==> src/hw/rtl/lprd_pkg.sv <==
// Shared types and constants for the length-prefixed request deframer.
// Holds the input and result item structs, result codes and size limits.
// No dependencies.
`default_nettype none

package lprd_pkg;

    localparam int MAX_MESSAGE_BYTES = 4096;
    // Register, counter and limit width: holds values up to 8191.
    localparam int LIM_W      = 13;
    localparam int FIELD_W    = 32;
    localparam int ARG_IDX_W  = 10;
    localparam int HDR_BYTES  = 4;

    // A cap above what the register can hold never binds.
    localparam logic [LIM_W-1:0] LIMIT_CAP =
        (MAX_MESSAGE_BYTES > 8191) ? LIM_W'(8191) : LIM_W'(MAX_MESSAGE_BYTES);
    localparam logic [LIM_W-1:0] MAX_MSG_RESET =
        (MAX_MESSAGE_BYTES > 8191) ? LIM_W'(8191) : LIM_W'(MAX_MESSAGE_BYTES);

    // First three bytes of argument 0, first byte lowest.
    localparam logic [23:0] WORD_GET = 24'h746567;
    localparam logic [23:0] WORD_SET = 24'h746573;
    localparam logic [23:0] WORD_DEL = 24'h6C6564;

    typedef enum logic [1:0] {
        KIND_ARG_BYTE  = 2'd0,
        KIND_EMPTY_ARG = 2'd1,
        KIND_REQ_END   = 2'd2,
        KIND_ERROR     = 2'd3
    } t_kind;

    typedef enum logic [1:0] {
        CMD_UNKNOWN = 2'd0,
        CMD_GET     = 2'd1,
        CMD_SET     = 2'd2,
        CMD_DEL     = 2'd3
    } t_cmd;

    typedef enum logic [1:0] {
        ERR_NONE      = 2'd0,
        ERR_TOO_LONG  = 2'd1,
        ERR_MALFORMED = 2'd2
    } t_err;

    typedef struct packed {
        logic [7:0] byte_value;
        logic       new_connection;
    } t_in_item;

    typedef struct packed {
        t_kind                  kind;
        logic [7:0]             data_byte;
        logic [ARG_IDX_W-1:0]   arg_index;
        logic                   last_of_arg;
        logic                   last_of_request;
        t_cmd                   command;
        t_err                   error_code;
    } t_out_item;

endpackage

`default_nettype wire

==> src/hw/rtl/length_prefixed_request_deframer_unit.sv <==
// Top level of the length-prefixed request deframer: input register,
// parser core, result register and the message limit register.
// Depends on lprd_pkg and lprd_core.
//
//   channel  direction  handshake                   payload
//   in       sink       i_in_valid  / o_in_stall    i_in_item  (t_in_item)
//   out      source     o_out_valid / i_out_stall   o_out_item (t_out_item)
//   cfg      sink       i_cfg_valid / o_cfg_ready   i_cfg_data (13 bits)
//
// One byte per cycle sustained while the output is not stalled; a result passes
// through the input register, then the result register, to the output.
// The parser state loop updates on each fire, so the core never stalls.
// i_rst_n is synchronous, active low; it clears the parser and restores the
// limit register. A stall on a held result backs up into o_in_stall in the
// same cycle once the input register is full.
`default_nettype none

module length_prefixed_request_deframer_unit (
    input  wire logic                          i_clk,
    input  wire logic                          i_rst_n,
    input  wire logic                          i_in_valid,
    output logic                               o_in_stall,
    input  wire lprd_pkg::t_in_item            i_in_item,
    output logic                               o_out_valid,
    input  wire logic                          i_out_stall,
    output lprd_pkg::t_out_item                o_out_item,
    input  wire logic                          i_cfg_valid,
    output logic                               o_cfg_ready,
    input  wire logic [lprd_pkg::LIM_W-1:0]    i_cfg_data
);

    logic                           r_in_valid;
    lprd_pkg::t_in_item             r_in_item;
    logic                           r_out_valid;
    lprd_pkg::t_out_item            r_out_item;
    logic [lprd_pkg::LIM_W-1:0]     r_max_msg;

    logic                           adv;
    logic                           fire;
    logic [lprd_pkg::LIM_W-1:0]     limit;
    logic                           has_result;
    lprd_pkg::t_out_item            result;

    assign limit = (r_max_msg > lprd_pkg::LIMIT_CAP) ? lprd_pkg::LIMIT_CAP : r_max_msg;

    // The core step moves forward whenever the result register can load.
    assign adv         = !r_out_valid || !i_out_stall;
    assign fire        = r_in_valid && adv;
    assign o_in_stall  = r_in_valid && !adv;
    assign o_out_valid = r_out_valid;
    assign o_out_item  = r_out_item;
    assign o_cfg_ready = 1'b1;

    lprd_core u_core (
        .i_clk        (i_clk),
        .i_rst_n      (i_rst_n),
        .i_fire       (fire),
        .i_item       (r_in_item),
        .i_limit      (limit),
        .o_has_result (has_result),
        .o_result     (result)
    );

    always_ff @(posedge i_clk) begin
        if (!i_rst_n) begin
            r_in_valid  <= 1'b0;
            r_out_valid <= 1'b0;
            r_max_msg   <= lprd_pkg::MAX_MSG_RESET;
        end else begin
            if (!o_in_stall) begin
                r_in_valid <= i_in_valid;
            end
            if (adv) begin
                r_out_valid <= r_in_valid && has_result;
            end
            if (i_cfg_valid && o_cfg_ready) begin
                r_max_msg <= i_cfg_data;
            end
        end
    end

    always_ff @(posedge i_clk) begin
        if (!o_in_stall && i_in_valid) begin
            r_in_item <= i_in_item;
        end
        if (fire && has_result) begin
            r_out_item <= result;
        end
    end

    a_err_has_code: assert property (@(posedge i_clk) disable iff (!i_rst_n)
        (o_out_valid && o_out_item.kind == lprd_pkg::KIND_ERROR)
            |-> (o_out_item.error_code != lprd_pkg::ERR_NONE))
        else $error("error item without error code");

    a_end_not_error: assert property (@(posedge i_clk) disable iff (!i_rst_n)
        (o_out_valid && o_out_item.last_of_request)
            |-> (o_out_item.kind != lprd_pkg::KIND_ERROR))
        else $error("request end flagged on an error item");

    a_stall_only_backed: assert property (@(posedge i_clk) disable iff (!i_rst_n)
        o_in_stall |-> (o_out_valid && i_out_stall))
        else $error("input stalled while output free");

    a_limit_reset: assert property (@(posedge i_clk)
        !i_rst_n |=> (r_max_msg == lprd_pkg::MAX_MSG_RESET && !o_out_valid))
        else $error("reset did not restore limit and output");

endmodule

`default_nettype wire

==> src/hw/rtl/lprd_core.sv <==
// Parser state and per-byte step logic of the request deframer.
// One item is decoded per fire; the result comes out combinationally.
// Depends on lprd_pkg.
`default_nettype none

module lprd_core (
    input  wire logic                          i_clk,
    input  wire logic                          i_rst_n,
    input  wire logic                          i_fire,
    input  wire lprd_pkg::t_in_item            i_item,
    input  wire logic [lprd_pkg::LIM_W-1:0]    i_limit,
    output logic                               o_has_result,
    output lprd_pkg::t_out_item                o_result
);

    typedef enum logic [2:0] {
        PH_LEN    = 3'd0,
        PH_COUNT  = 3'd1,
        PH_ARGLEN = 3'd2,
        PH_DATA   = 3'd3,
        PH_DROP   = 3'd4
    } t_phase;

    localparam int LW = lprd_pkg::LIM_W;
    localparam int FW = lprd_pkg::FIELD_W;
    localparam int AW = lprd_pkg::ARG_IDX_W;

    t_phase          r_phase, n_phase, c_phase;
    logic [1:0]      r_hbc, n_hbc, c_hbc;
    logic [FW-1:0]   r_shift, n_shift, c_shift;
    logic [LW-1:0]   r_pay, n_pay, c_pay;
    logic [LW-1:0]   r_args, n_args, c_args;
    logic [LW-1:0]   r_total, n_total, c_total;
    logic [LW-1:0]   r_abr, n_abr, c_abr;
    logic [AW-1:0]   r_cur, n_cur, c_cur;
    logic [23:0]     r_faw, n_faw, c_faw;
    logic [LW-1:0]   r_fal, n_fal, c_fal;

    logic [LW-1:0]   pay_dec, abr_dec, args_dec, pos;
    logic [FW-1:0]   field;
    logic            arg_end;
    lprd_pkg::t_kind end_kind;
    logic [7:0]      end_data;
    logic [7:0]      b;

    function automatic lprd_pkg::t_cmd cmd_of(input logic [LW-1:0] fal,
                                              input logic [LW-1:0] total,
                                              input logic [23:0]   word);
        lprd_pkg::t_cmd c;
        c = lprd_pkg::CMD_UNKNOWN;
        if (fal == LW'(3)) begin
            if (total == LW'(2) && word == lprd_pkg::WORD_GET) begin
                c = lprd_pkg::CMD_GET;
            end else if (total == LW'(3) && word == lprd_pkg::WORD_SET) begin
                c = lprd_pkg::CMD_SET;
            end else if (total == LW'(2) && word == lprd_pkg::WORD_DEL) begin
                c = lprd_pkg::CMD_DEL;
            end
        end
        return c;
    endfunction

    always_comb begin
        b = i_item.byte_value;
        // A new connection clears the parser before the byte is taken.
        if (i_item.new_connection) begin
            c_phase = PH_LEN;
            c_hbc   = '0;
            c_shift = '0;
            c_pay   = '0;
            c_args  = '0;
            c_total = '0;
            c_abr   = '0;
            c_cur   = '0;
            c_faw   = '0;
            c_fal   = '0;
        end else begin
            c_phase = r_phase;
            c_hbc   = r_hbc;
            c_shift = r_shift;
            c_pay   = r_pay;
            c_args  = r_args;
            c_total = r_total;
            c_abr   = r_abr;
            c_cur   = r_cur;
            c_faw   = r_faw;
            c_fal   = r_fal;
        end

        n_phase = c_phase;
        n_hbc   = c_hbc;
        n_shift = c_shift;
        n_pay   = c_pay;
        n_args  = c_args;
        n_total = c_total;
        n_abr   = c_abr;
        n_cur   = c_cur;
        n_faw   = c_faw;
        n_fal   = c_fal;

        pay_dec  = c_pay - LW'(c_pay != '0);
        abr_dec  = c_abr - LW'(c_abr != '0);
        args_dec = c_args - LW'(c_args != '0);
        pos      = c_fal - c_abr;
        field    = (c_hbc == 2'd0) ? FW'(b) : (c_shift | (FW'(b) << {c_hbc, 3'b000}));

        arg_end  = 1'b0;
        end_kind = lprd_pkg::KIND_ARG_BYTE;
        end_data = '0;

        o_has_result = 1'b0;
        o_result     = '0;

        unique case (c_phase)
            PH_DROP: begin
            end
            PH_DATA: begin
                n_pay = pay_dec;
                if (c_args == c_total && pos < LW'(3)) begin
                    n_faw = c_faw | (24'(b) << {pos[1:0], 3'b000});
                end
                n_abr = abr_dec;
                if (abr_dec == '0) begin
                    arg_end  = 1'b1;
                    end_kind = lprd_pkg::KIND_ARG_BYTE;
                    end_data = b;
                end else begin
                    o_has_result       = 1'b1;
                    o_result.kind      = lprd_pkg::KIND_ARG_BYTE;
                    o_result.data_byte = b;
                    o_result.arg_index = c_cur;
                end
            end
            default: begin
                // Header phases gather a 4-byte little-endian field.
                if (c_phase != PH_LEN) begin
                    n_pay = pay_dec;
                end
                n_shift = field;
                if (c_hbc != 2'd3) begin
                    n_hbc = c_hbc + 2'd1;
                end else begin
                    n_hbc = '0;
                    priority case (c_phase)
                        PH_LEN: begin
                            if (field > FW'(i_limit)) begin
                                o_has_result        = 1'b1;
                                o_result.kind       = lprd_pkg::KIND_ERROR;
                                o_result.error_code = lprd_pkg::ERR_TOO_LONG;
                                n_phase             = PH_DROP;
                            end else if (field < FW'(lprd_pkg::HDR_BYTES)) begin
                                o_has_result        = 1'b1;
                                o_result.kind       = lprd_pkg::KIND_ERROR;
                                o_result.error_code = lprd_pkg::ERR_MALFORMED;
                                n_phase             = PH_DROP;
                            end else begin
                                n_pay   = field[LW-1:0];
                                n_phase = PH_COUNT;
                            end
                        end
                        PH_COUNT: begin
                            if (field > FW'(i_limit)) begin
                                o_has_result        = 1'b1;
                                o_result.kind       = lprd_pkg::KIND_ERROR;
                                o_result.error_code = lprd_pkg::ERR_MALFORMED;
                                n_phase             = PH_DROP;
                            end else begin
                                n_total = field[LW-1:0];
                                n_args  = field[LW-1:0];
                                n_cur   = '0;
                                n_faw   = '0;
                                n_fal   = '0;
                                if (field == '0) begin
                                    o_has_result = 1'b1;
                                    if (pay_dec != '0) begin
                                        o_result.kind       = lprd_pkg::KIND_ERROR;
                                        o_result.error_code = lprd_pkg::ERR_MALFORMED;
                                        n_phase             = PH_DROP;
                                    end else begin
                                        o_result.kind            = lprd_pkg::KIND_REQ_END;
                                        o_result.last_of_request = 1'b1;
                                        n_phase                  = PH_LEN;
                                    end
                                end else if (pay_dec < LW'(lprd_pkg::HDR_BYTES)) begin
                                    o_has_result        = 1'b1;
                                    o_result.kind       = lprd_pkg::KIND_ERROR;
                                    o_result.error_code = lprd_pkg::ERR_MALFORMED;
                                    n_phase             = PH_DROP;
                                end else begin
                                    n_phase = PH_ARGLEN;
                                end
                            end
                        end
                        default: begin
                            // Final argument must end at the payload end; others
                            // must leave room for the next length header.
                            if ((c_args <= LW'(1) && field != FW'(pay_dec)) ||
                                (c_args > LW'(1) &&
                                 ({1'b0, field} + (FW+1)'(lprd_pkg::HDR_BYTES)) >
                                 (FW+1)'(pay_dec))) begin
                                o_has_result        = 1'b1;
                                o_result.kind       = lprd_pkg::KIND_ERROR;
                                o_result.error_code = lprd_pkg::ERR_MALFORMED;
                                n_phase             = PH_DROP;
                            end else begin
                                n_abr = field[LW-1:0];
                                if (c_args == c_total) begin
                                    n_fal = field[LW-1:0];
                                    n_faw = '0;
                                end
                                if (field == '0) begin
                                    arg_end  = 1'b1;
                                    end_kind = lprd_pkg::KIND_EMPTY_ARG;
                                end else begin
                                    n_phase = PH_DATA;
                                end
                            end
                        end
                    endcase
                end
            end
        endcase

        if (arg_end) begin
            n_args                = args_dec;
            n_cur                 = c_cur + AW'(1);
            n_hbc                 = '0;
            o_has_result          = 1'b1;
            o_result.kind         = end_kind;
            o_result.data_byte    = end_data;
            o_result.arg_index    = c_cur;
            o_result.last_of_arg  = 1'b1;
            if (args_dec == '0) begin
                o_result.last_of_request = 1'b1;
                o_result.command         = cmd_of(n_fal, c_total, n_faw);
                n_phase                  = PH_LEN;
            end else begin
                n_phase = PH_ARGLEN;
            end
        end

        // Hold the drop phase with its header count cleared.
        if (n_phase == PH_DROP) begin
            n_hbc = '0;
        end
    end

    always_ff @(posedge i_clk) begin
        if (!i_rst_n) begin
            r_phase <= PH_LEN;
            r_hbc   <= '0;
            r_shift <= '0;
            r_pay   <= '0;
            r_args  <= '0;
            r_total <= '0;
            r_abr   <= '0;
            r_cur   <= '0;
            r_faw   <= '0;
            r_fal   <= '0;
        end else if (i_fire) begin
            r_phase <= n_phase;
            r_hbc   <= n_hbc;
            r_shift <= n_shift;
            r_pay   <= n_pay;
            r_args  <= n_args;
            r_total <= n_total;
            r_abr   <= n_abr;
            r_cur   <= n_cur;
            r_faw   <= n_faw;
            r_fal   <= n_fal;
        end
    end

endmodule

`default_nettype wire

==> config.mk <==
export PLATFORM = sky130hd
export DESIGN_NAME = length_prefixed_request_deframer_unit
export DESIGN_NICKNAME = d
export VERILOG_FILES = /design/src/hw/rtl/lprd_pkg.sv /design/src/hw/rtl/length_prefixed_request_deframer_unit.sv /design/src/hw/rtl/lprd_core.sv
export SDC_FILE = /design/constraint.sdc
export NUM_CORES = 1
export LEC_CHECK = 0
export BUFFER_PORTS_ARGS = -buffer_cell sky130_fd_sc_hd__clkbuf_2
export CAP_MARGIN = 25
export CORE_MARGIN = 2
export CORE_UTILIZATION = 30
export DETAILED_ROUTE_END_ITERATION = 8
export SLEW_MARGIN = 20
export SYNTH_ARGS = -nofsm -noshare
export SYNTH_HDL_FRONTEND = slang
export SYNTH_HIERARCHICAL = 1
export SYNTH_SLANG_ARGS = --single-unit
==> constraint.sdc <==
create_clock -name i_clk -period 8.1 [get_ports i_clk]
set_input_delay 0.81 -clock i_clk [delete_from_list [all_inputs] [get_ports i_clk]]
set_output_delay 0.81 -clock i_clk [all_outputs]
set_load 0.005 [all_outputs]
Word level (Yosys, flattened, before mapping)
Cells that the tools add are included.
{"block": "word_totals", "elab_cells": 213, "regBits": 186, "output_inout_bits": 29, "input_bits": 27}
{"block": "classes", "addsub": 7, "eq_ne": 13, "n_bitwise": 5, "mux": 123, "n_shift": 2, "reduce_logical": 32, "n_lt_le_gt_ge": 8}
{"op": "2-to-1 mux 13 bit", "n": 28}
{"op": "2-to-1 mux 24 bit", "n": 7}
{"op": "2-to-1 mux 32 bit", "n": 3}
{"op": "case mux 24 bit (2 select lines)", "n": 2}
{"op": "case mux 13 bit (2 select lines)", "n": 3}
{"op": "== test 24 x 23 -> 1 bit (second input constant)", "n": 3}
{"op": "2-to-1 mux 10 bit", "n": 6}
{"op": "2-to-1 mux 2 bit", "n": 27}
{"op": "nonzero test 13 bit", "n": 4}
{"op": "== test 13 x 2 -> 1 bit (second input constant)", "n": 3}
{"op": "2-to-1 mux 3 bit", "n": 13}
{"op": "subtractor 13 x 1 -> 13 bit", "n": 3}
{"op": "2-to-1 mux 18 bit", "n": 2}
{"op": "adder 32 x 3 -> 33 bit (second input constant)", "n": 1}
{"op": "> comparator 33 x 13 -> 1 bit", "n": 1}
{"op": "> comparator 32 x 13 -> 1 bit", "n": 1}
{"op": "logical NOT 32 bit", "n": 1}
{"op": "less-than comparator 32 x 3 -> 1 bit (second input constant)", "n": 1}
{"op": "!= test 32 x 13 -> 1 bit", "n": 1}
{"op": "OR 32 bit", "n": 1}
{"op": "left shift 8 x 5 -> 32 bit", "n": 1}
{"op": "logical NOT 13 bit", "n": 2}
{"op": "OR 24 bit", "n": 1}
{"op": "left shift 8 x 5 -> 24 bit", "n": 1}
{"op": "other kinds (29)", "n": 74}

Longest topological paths before layout
Gate-level depths: netlist (run 1).
{"block": "logic_depth", "depth_word": 20, "ltp_mapped": 34, "mapped_depth_nobuf": 26}

Cells and area by module
The synthesis (run 1) kept the hierarchy.
{"mod": "lprd_core", "area_each_um2": 11461.0, "cells_per_inst": 1595, "seq_area_each_um2": 2722.6, "n_inst": 1}
{"mod": "length_prefixed_request_deframer_unit", "area_each_um2": 1736.7, "cells_per_inst": 103, "seq_area_each_um2": 1351.3, "n_inst": 1}

Worst setup path after synthesis (run 1)
Ideal clock, no wire load.
{"block": "synth_timing", "path_kind": "register to register", "startpoint": "reg r_in_item[0] (netlist bit)", "endpoint": "reg r_out_item, in the netlist o_out_item[0], enable pin", "arrival_time_ns": 7.267, "path_buffers": 7, "period_less_slack_ns": 7.685, "setup_slack_ns": 0.415, "stages_incl_launch_ff": 32, "required_time_ns": 7.682, "setup_ns": 0.418, "path_cell_list": "edfxtp_1 buf_2 inv_2 buf_2 buf_2 buf_1 clkbuf_1 buf_1 nand2_1 ha_1 nor2_2 clkbuf_1 nand2_1 nand2_1 ha_1 inv_1 a221oi_2 and2_1 nand2_1 xnor2_1 ha_1 a21o_1 a21oi_1 nor2b_1 and3b_1 o41ai_2 nand4_2 a21oi_4 a21oi_1 nand2b_1 nand2_1 a21oi_1"}
{"block": "synth_between", "elab_chain_len": 14, "elab_cells_between_ends": 51, "cone_classes": "add/sub (3); order compare (6); eq/ne (5); shift (1); mux (24); bitwise (1); reduce/logical (11)"}
{"element": "from (decl)", "line": "length_prefixed_request_deframer_unit.sv:33", "source": "lprd_pkg::t_in_item r_in_item;"}
{"element": "from (signal assigned)", "line": "length_prefixed_request_deframer_unit.sv:84", "source": "r_in_item <= i_in_item;"}
{"element": "2-to-1 mux 2 bit", "line": "lprd_core.sv:66", "source": "if (i_item.new_connection) begin"}
{"element": "left shift 8 x 5 -> 32 bit", "line": "lprd_core.sv:105", "source": "field = (c_hbc == 2'd0) ? FW'(b) : (c_shift | (FW'(b) << {c_hbc, 3'b000}));"}
{"element": "OR 32 bit", "line": "lprd_core.sv:105"}
{"element": "2-to-1 mux 32 bit", "line": "lprd_core.sv:105"}
{"element": "adder 32 x 3 -> 33 bit", "line": "lprd_core.sv:199", "source": "({1'b0, field} + (FW+1)'(lprd_pkg::HDR_BYTES)) >"}
{"element": "> comparator 33 x 13 -> 1 bit", "line": "lprd_core.sv:199"}
{"element": "logical AND 1 bit", "line": "lprd_core.sv:198", "source": "(c_args > LW'(1) &&"}
{"element": "logical OR 1 bit", "line": "lprd_core.sv:197", "source": "if ((c_args <= LW'(1) && field != FW'(pay_dec)) ||"}
{"element": "2-to-1 mux 1 bit", "line": "lprd_core.sv:197"}
{"element": "case mux 1 bit (2 select lines) / 2-to-1 mux 1 bit (equally long branches)", "line": "lprd_core.sv:144", "source": "priority case (c_phase)"}
{"element": "2-to-1 mux 1 bit", "line": "lprd_core.sv:140", "source": "if (c_hbc != 2'd3) begin"}
{"element": "case mux 1 bit (2 select lines)", "line": "lprd_core.sv:114", "source": "unique case (c_phase)"}
{"element": "2-to-1 mux 1 bit *", "line": "lprd_core.sv:224", "source": "if (arg_end) begin"}
{"element": "via has_result", "line": "length_prefixed_request_deframer_unit.sv:41", "source": "logic has_result;"}
{"element": "logical AND 1 bit *", "line": "length_prefixed_request_deframer_unit.sv:86", "source": "if (fire && has_result) begin"}
{"element": "to (signal assigned)", "line": "length_prefixed_request_deframer_unit.sv:87", "source": "r_out_item <= result;"}
{"element": "to (decl)", "line": "length_prefixed_request_deframer_unit.sv:35", "source": "lprd_pkg::t_out_item r_out_item;"}
Mark *: on every way through the listed nets, which the timed path passes. The rest lies on a longest branch.
A chain may end at the register's enable or synchronous reset.

Worst setup path after layout (run 1)
{"block": "layout_timing", "startpoint": "reg u_core.r_hbc[0]", "endpoint": "reg r_out_item, in the netlist o_out_item[5], enable pin"}
{"block": "layout_between", "elab_chain_len": 14, "elab_cells_between_ends": 30, "cone_classes": "add/sub (1); order compare (3); eq/ne (2); shift (1); mux (16); bitwise (1); reduce/logical (6)"}
{"element": "from (decl)", "line": "lprd_core.sv:29", "source": "logic [1:0] r_hbc, n_hbc, c_hbc;"}
{"element": "from (signal assigned)", "line": "lprd_core.sv:262", "source": "r_hbc <= n_hbc;"}
{"element": "2-to-1 mux 2 bit *", "line": "lprd_core.sv:66"}
{"element": "left shift 8 x 5 -> 32 bit", "line": "lprd_core.sv:105"}
{"element": "OR 32 bit", "line": "lprd_core.sv:105"}
{"element": "2-to-1 mux 32 bit", "line": "lprd_core.sv:105"}
{"element": "adder 32 x 3 -> 33 bit", "line": "lprd_core.sv:199"}
{"element": "> comparator 33 x 13 -> 1 bit", "line": "lprd_core.sv:199"}
{"element": "logical AND 1 bit", "line": "lprd_core.sv:198"}
{"element": "logical OR 1 bit", "line": "lprd_core.sv:197"}
{"element": "2-to-1 mux 1 bit", "line": "lprd_core.sv:197"}
{"element": "case mux 1 bit (2 select lines) / 2-to-1 mux 1 bit (equally long branches)", "line": "lprd_core.sv:144"}
{"element": "2-to-1 mux 1 bit", "line": "lprd_core.sv:140"}
{"element": "case mux 1 bit (2 select lines)", "line": "lprd_core.sv:114"}
{"element": "2-to-1 mux 1 bit *", "line": "lprd_core.sv:224"}
{"element": "via has_result", "line": "length_prefixed_request_deframer_unit.sv:41"}
{"element": "logical AND 1 bit *", "line": "length_prefixed_request_deframer_unit.sv:86"}
Marked as above.

==> run metrics, run 1 <==
clk buf depth 2; Lkg Pwr 5.14 nW; row count 76; Synth cell types 98; CTS Hold Buffers Added 0; synthesized flop and latch total 186; Final setup viols 0; pre-CTS setup slack 1480 ps; Antenna diodes 0; CP peak stage delay 780 ps; Synth top area share 22.9%; number of enable flip-flop cells after synthesis 35; Syn Nets 1774; Synth area leader dfxtp_1; Pwr Total 0.00212 W; RD Place Congestion 0.964; slew margin rel. 33.5%; Tightest Pin Transition 996 ps; Reg-to-Reg Start u_core/r_hbc[0]; DR DRC count 0; initial antenna violation count 1; core footprint 43300 um^2; commonest non-fill, non-tap cell in the layout nor2_1; Layout Utilization 33.6%; R2R Setup Slk 1510 ps; H-tree depth 4; largest cells by area after synthesis dfxtp_1, edfxtp_1, nor2_1; Layout Cells excl Fill 2285; ANT nets after route 0; global route overflow 0; vias in the first global route 12.7k; Crit path required time 8180 ps; Crit. Startpoint u_core/r_hbc[0]; kind of critical path flop to flop; DR pass1 iterations 5; fin crit share 81.3%; Fin. Hold Viols 0; CTS buffer count 17; Avg Cell Area, Syn 7.77 um^2; IO Port Bufs 54; Hold Path Class flop to flop; DRT iter0 DRCs 1537; I/O pins 56; PwrDens 146 nW/um^2; vias per std cell 5.85; Synth async-reset ratio 0%; worst skew pair latency 460 ps; Max Clock Freq 152 MHz; status finished, final reports clean; VDD IR-drop max 0.000120 V; clk slew on worst S/H paths 80 ps; Synth Cell Area 13200 um^2; Worst Path Max Fanout 30; CTS Sinks 186; Final #Nets 1763; Final min period 6590 ps; starting density of the core 30.5%; Pins Over Slew Limit 0; routed len/inst 20.5 um; Synth-to-Final Area Change 10.0%; die width 214 um; RSZ-0062 raised after global routing no; slowest stage cell, crit path a21oi_4; DIE AREA 45700 um^2; CP arrival 6670 ps; sequential area share after synthesis 30.9%; Post-synth top flop dfxtp_1; yosys warns 6; Final Skew 17.6 ps; most frequent CP cell nand2_1; post-CTS sizing 0; Cell Chain, Critical Path buf_4 > nand2_1 > ha_1 > or2_1 > o21ai_1 > a22oi_1 > and2_1 > nand2_1 > nor4_1 > xor2_1 > nor2_1 > ha_1 > nand3_1 > nor4_2 > a221oi_1 > o41ai_2 > nand4_2 > a21oi_4 > a21oi_2 > nand2b_1 > nand2_1 > a21oi_4; first-pass GRT wire length 73.4 mm; Final WS setup 1510 ps; largest net degree at the start of global routing 69; critical path capture point type flop; CTS tree built; Final TNS setup 0 ps; FF-to-FF path depth 22; overall routing resource usage 20.7%; CTS root buf clkbuf_16; Post-CTS Setup Repair Bufs 0; via count 13.4k; most frequent cells in the layout nor2_1, nand2_1, dfxtp_1, a21oi_1, o21ai_0; Die Y-Extent 214 um; final HPWL from detailed placement 33.3 mm; Total Wirelength 46.8 mm; reg2reg end o_out_item[5]; CP startpoint kind flop; Max Cap Viol 0; Post-Syn Instances 1698; CP endpoint o_out_item[5]; fraction of layout cells with a size suffix above 1 9.94%; placed insts 2252
## power by group
| part | internal, W | leakage, nW | switching, W |
|---|---|---|---|
| logic | 0.0000944 | 3.36 | 0.000189 |
| clock network | 0.000463 | 0.285 | 0.000409 |
| registers | 0.000951 | 1.50 | 0.0000184 |
## layout make-up
cell class | count | area (um^2)
multi-input combinational | 1342 | 8420
clock inverter | 14 | 158
fill | 4586 | 28700
inverter | 54 | 204
clock buffer | 18 | 429
timing repair buffer | 86 | 505
sequential | 186 | 4070
tap | 585 | 732
## sequential cells by signal (all words and copies together) (netlist names), 9 cells and up
signal	count
u_core/r_shift	32
o_out_item	26
u_core/r_faw	24
r_max_msg	13
u_core/r_abr	13
u_core/r_args	13
u_core/r_fal	13
u_core/r_pay	13
u_core/r_total	13
u_core/r_cur	10
r_in_item	9
## cell usage after synthesis (all sizes together) (8+ instances only)
cell type,number
nand4,32
o22ai,11
and2,26
nand2,177
dfxtp,151
nand2b,13
a22oi,69
a21oi,107
xor2,17
nor3b,8
nor2,211
o21a,16
or4,13
a31oi,29
nor4,34
inv,52
edfxtp,35
nor3,54
a211oi,17
a21o,13
mux2i,33
ha,48
o21bai,9
o21ai,86
xnor2,32
clkbuf,82
and3,15
buf,34
nand3,41
nor2b,64
o211ai,16
and3b,15
## worst max-delay path, delay by kind of cell (launching register included)
kind	cells	cell delay, ps
AO/OA/AOI/OAI	7	2690
XOR/XNOR	1	180
adder cells (fa/ha/maj)	2	570
buffers and inverters	1	220
flip-flops	1	300
AND/OR/NAND/NOR	11	2220
## logic make-up (layout without fill, tap and decap cells)
group                      Yosys count  count (layout)  synth area share, %
muxes                               40              40                 3.10
other                                1               1               0.0284
AOI/OAI and AO/OA                  456             456                 23.2
and+or+nand+nor                    745             745                 29.0
adders and majority gates           49              49                 4.70
xor gates and xnor gates            51              51                 3.59
buffers and inverters              170             172                 5.53
DFF                                186             186                 30.9
## metrics by stage
stage                     instance area, um^2  hold slack (ps)
after floorplan                         13200              432
after global placement                  13900              441
after detailed placement                13900              447
after CTS                               14500              459
after global routing                    14500              479
final                                   14500              460
## worst min-delay path by stage
stage | slack [ps] | endpoint | cells after the start | startpoint
finish | 460 | u_core/r_faw[18] | 2 | u_core/r_faw[18]
global route | 480 | u_core/r_shift[26] | 2 | u_core/r_shift[26]
floorplan | 430 | u_core/r_faw[18] | 2 | u_core/r_faw[18]
detailed placement | 450 | u_core/r_faw[14] | 2 | u_core/r_faw[14]
CTS | 460 | u_core/r_faw[18] | 2 | u_core/r_faw[18]
global placement | 440 | u_core/r_faw[18] | 2 | u_core/r_faw[18]
## per-layer routing
metal / vias to the layer above / routed length (um) / track usage, %
li1: 6174 / - / -
met1: 6488 / 20000 / 27.8
met2: 633 / 21600 / 33.2
met3: 80 / 3980 / 3.82
met4: 0 / 1260 / 7.40
met5: - / 0 / 0
Power figures use the tool's default switching activity.
==> inputs of run 2 (changes only) <==
- clock period: 8.1 -> 6.7 ns (I/O delays scaled with it)
==> run 2 against run 1 <==
  * Maximum frequency increased by 3.6%
  * Combinational power is 27% higher
  * Final cell count grew 1.0%
  * Largest cell class unchanged
  * Critical path type unchanged
  * Non-clock buffer count is 22 higher
  * Wire length rose by 5.5%
  * First-iteration DRC count fell by 3.9%
  * Sequential share of layout area fell by 0.36 points
==> run metrics, run 2 (same netlist as run 1, synthesis figures left out) <==
status finished, final reports clean; DIE AREA 45700 um^2 (unchanged); CTS Sinks 186 (unchanged); routed len/inst 21.4 um (+4.5%); Lkg Pwr 5.26 nW (+2.2%); Final #Nets 1786 (+1.3%); fraction of layout cells with a size suffix above 1 11.1% (+1.1 points); Die Y-Extent 214 um (unchanged); storage element area 4070 um^2 (unchanged); Antenna diodes 0 (unchanged); Pins Over Slew Limit 0 (unchanged); initial antenna violation count 2 (+1); HP Start i_in_item[6]; DR DRC count 0 (unchanged); global route overflow 0 (unchanged); core footprint 43300 um^2 (unchanged); die width 214 um (unchanged); slew margin rel. 26.1% (-7.4 points); DRT iter0 DRCs 1477 (-3.9%); slowest stage cell, crit path or4b_1; worst hold slack 370 ps (-89.8 ps); RSZ-0062 raised after global routing no; I/O pins 56 (unchanged); row count 76 (unchanged); Multi-input gate area 8440 um^2 (+0.19%); Total Wirelength 49.3 mm (+5.5%); PwrDens 176 nW/um^2 (+20%); Crit path required time 7050 ps (-1130 ps); ANT nets after route 0 (unchanged); reg2reg end o_out_item[3]; largest register by flop count u_core/r_shift; Crit. Startpoint r_in_item[0]; Post-CTS Setup Repair Bufs 0 (unchanged); overall routing resource usage 21.7% (+1.0 points); Layout Cells excl Fill 2308 (+1.0%); CP peak stage delay 600 ps (-180 ps); vias in the first global route 12.8k (+0.69%); Final min period 6360 ps (-227 ps); hold depth 1 (-1); clk buf depth 2 (unchanged); fin crit share 94.9% (+14 points); clk slew on worst S/H paths 90 ps (about the same); CTS Hold Buffers Added 0 (unchanged); commonest non-fill, non-tap cell in the layout nor2_1; CP arrival 6710 ps (+40 ps); CTS tree built; # fillers 4552 (-0.74%); Buf/Inv on CP 3 (+2); Reg-to-Reg Start r_in_item[0]; VDD IR-drop max 0.000145 V (+21%); Cell Chain, Critical Path inv_2 > nand2_1 > ha_1 > nor2_2 > nand2_1 > and2_1 > inv_1 > ha_1 > a21o_1 > a21o_1 > a21oi_1 > or2_2 > a41oi_1 > nor2_1 > buf_4 > a311oi_1 > a31o_2 > a22oi_1 > or4b_1 > nor4bb_1 > o21a_1; Worst Path Max Fanout 13 (-57%); critical path depth 21 (-4.5%); CP delay by family, top simple AND/OR/NAND/NOR gates; Synth-to-Final Area Change 11.5%; Final setup viols 0 (unchanged); CP startpoint kind flop; CTS root buf clkbuf_16; Fin. Hold Viols 0 (unchanged); CTS buffer count 17 (unchanged); vias per std cell 5.83 (-0.35%); FF-to-FF path depth 21 (-4.5%); via count 13.5k (+0.66%); Hold Path Class primary input to flop; H-tree depth 4 (unchanged); final HPWL from detailed placement 35.3 mm (+6.1%); post-CTS sizing 0 (unchanged); Max Clock Freq 157 MHz (+3.6%); Final Skew 30.6 ps (+13.0 ps); Final TNS setup 0 ps (unchanged); IO Port Bufs 54 (unchanged); largest net degree at the start of global routing 62 (-10%); worst skew pair latency 480 ps (+20 ps); max reg flops 32 (unchanged); most frequent cells in the layout nor2_1, nand2_1, dfxtp_1, a21oi_1, o21ai_0; Tightest Pin Transition 1100 ps (+105 ps); kind of critical path flop to flop; starting density of the core 30.5% (unchanged); RD Place Congestion 0.965 (+0.11%); Max Cap Viol 0 (unchanged); critical path capture point type flop; R2R Setup Slk 340 ps (-1170 ps); first-pass GRT wire length 75.8 mm (+3.2%); placed insts 2274 (+0.98%); DR pass1 iterations 5 (unchanged); hold path endpoint r_in_item[6]
[run 2: changes by cell type in the layout (fill, tap and decap cells not counted), moves of 2 or more]
cell        before  now
clkinv_8         0    3
clkinv_4         0    2
inv_6            7    4
buf_4           29   53
bufinv_16        2    0
clkinv_2         3    1
clkinvlp_4       2    0
inv_8            1    4
[run 2: how the worst max path moves through the flow]
stage	end
CTS	o_out_item[10]
finish	o_out_item[3]
floorplan	o_out_item[0]
global placement	o_out_item[2]
detailed placement	o_out_item[10]
global route	o_out_item[3]
[run 2: per-stage QoR]
step | area [um^2] | utilization, % | power (W) | worst slack [ps]
6_report | 14700 | 34.0 | 0.00258 | 338
3_5_place_dp | 14100 | 32.6 | 0.00155 | 502
2_1_floorplan | 13200 | - | 0.00143 | 18.9
3_3_place_gp | 14100 | 32.6 | 0.00154 | 560
4_1_cts | 14700 | 33.9 | 0.00260 | 449
5_1_grt | 14700 | 34.0 | 0.00268 | 9.11
[run 2: report_power, final]
| group | internal, W | switching [W] |
|---|---|---|
| Clock | 0.000505 | 0.000546 |
| Sequential | 0.00115 | 0.0000197 |
| Combinational | 0.000122 | 0.000239 |
| Total | 0.00178 | 0.000805 |
[run 2: layout make-up]
cell class	instances	share of cell area (%)
multi-input combinational	1343	57.3
sequential	186	27.7
tap	585	4.98
timing repair buffer	108	4.58
clock buffer	18	2.92
inverter	54	1.39
clock inverter	14	1.11
[run 2: routing by layer]
layer | GRT usage [%] | vias up | wire length, um
met2 | 35.1 | 623 | 22900
met5 | 0 | - | 0
met1 | 28.7 | 6512 | 20900
li1 | - | 6231 | -
met3 | 4.04 | 97 | 4020
met4 | 8.31 | 0 | 1540
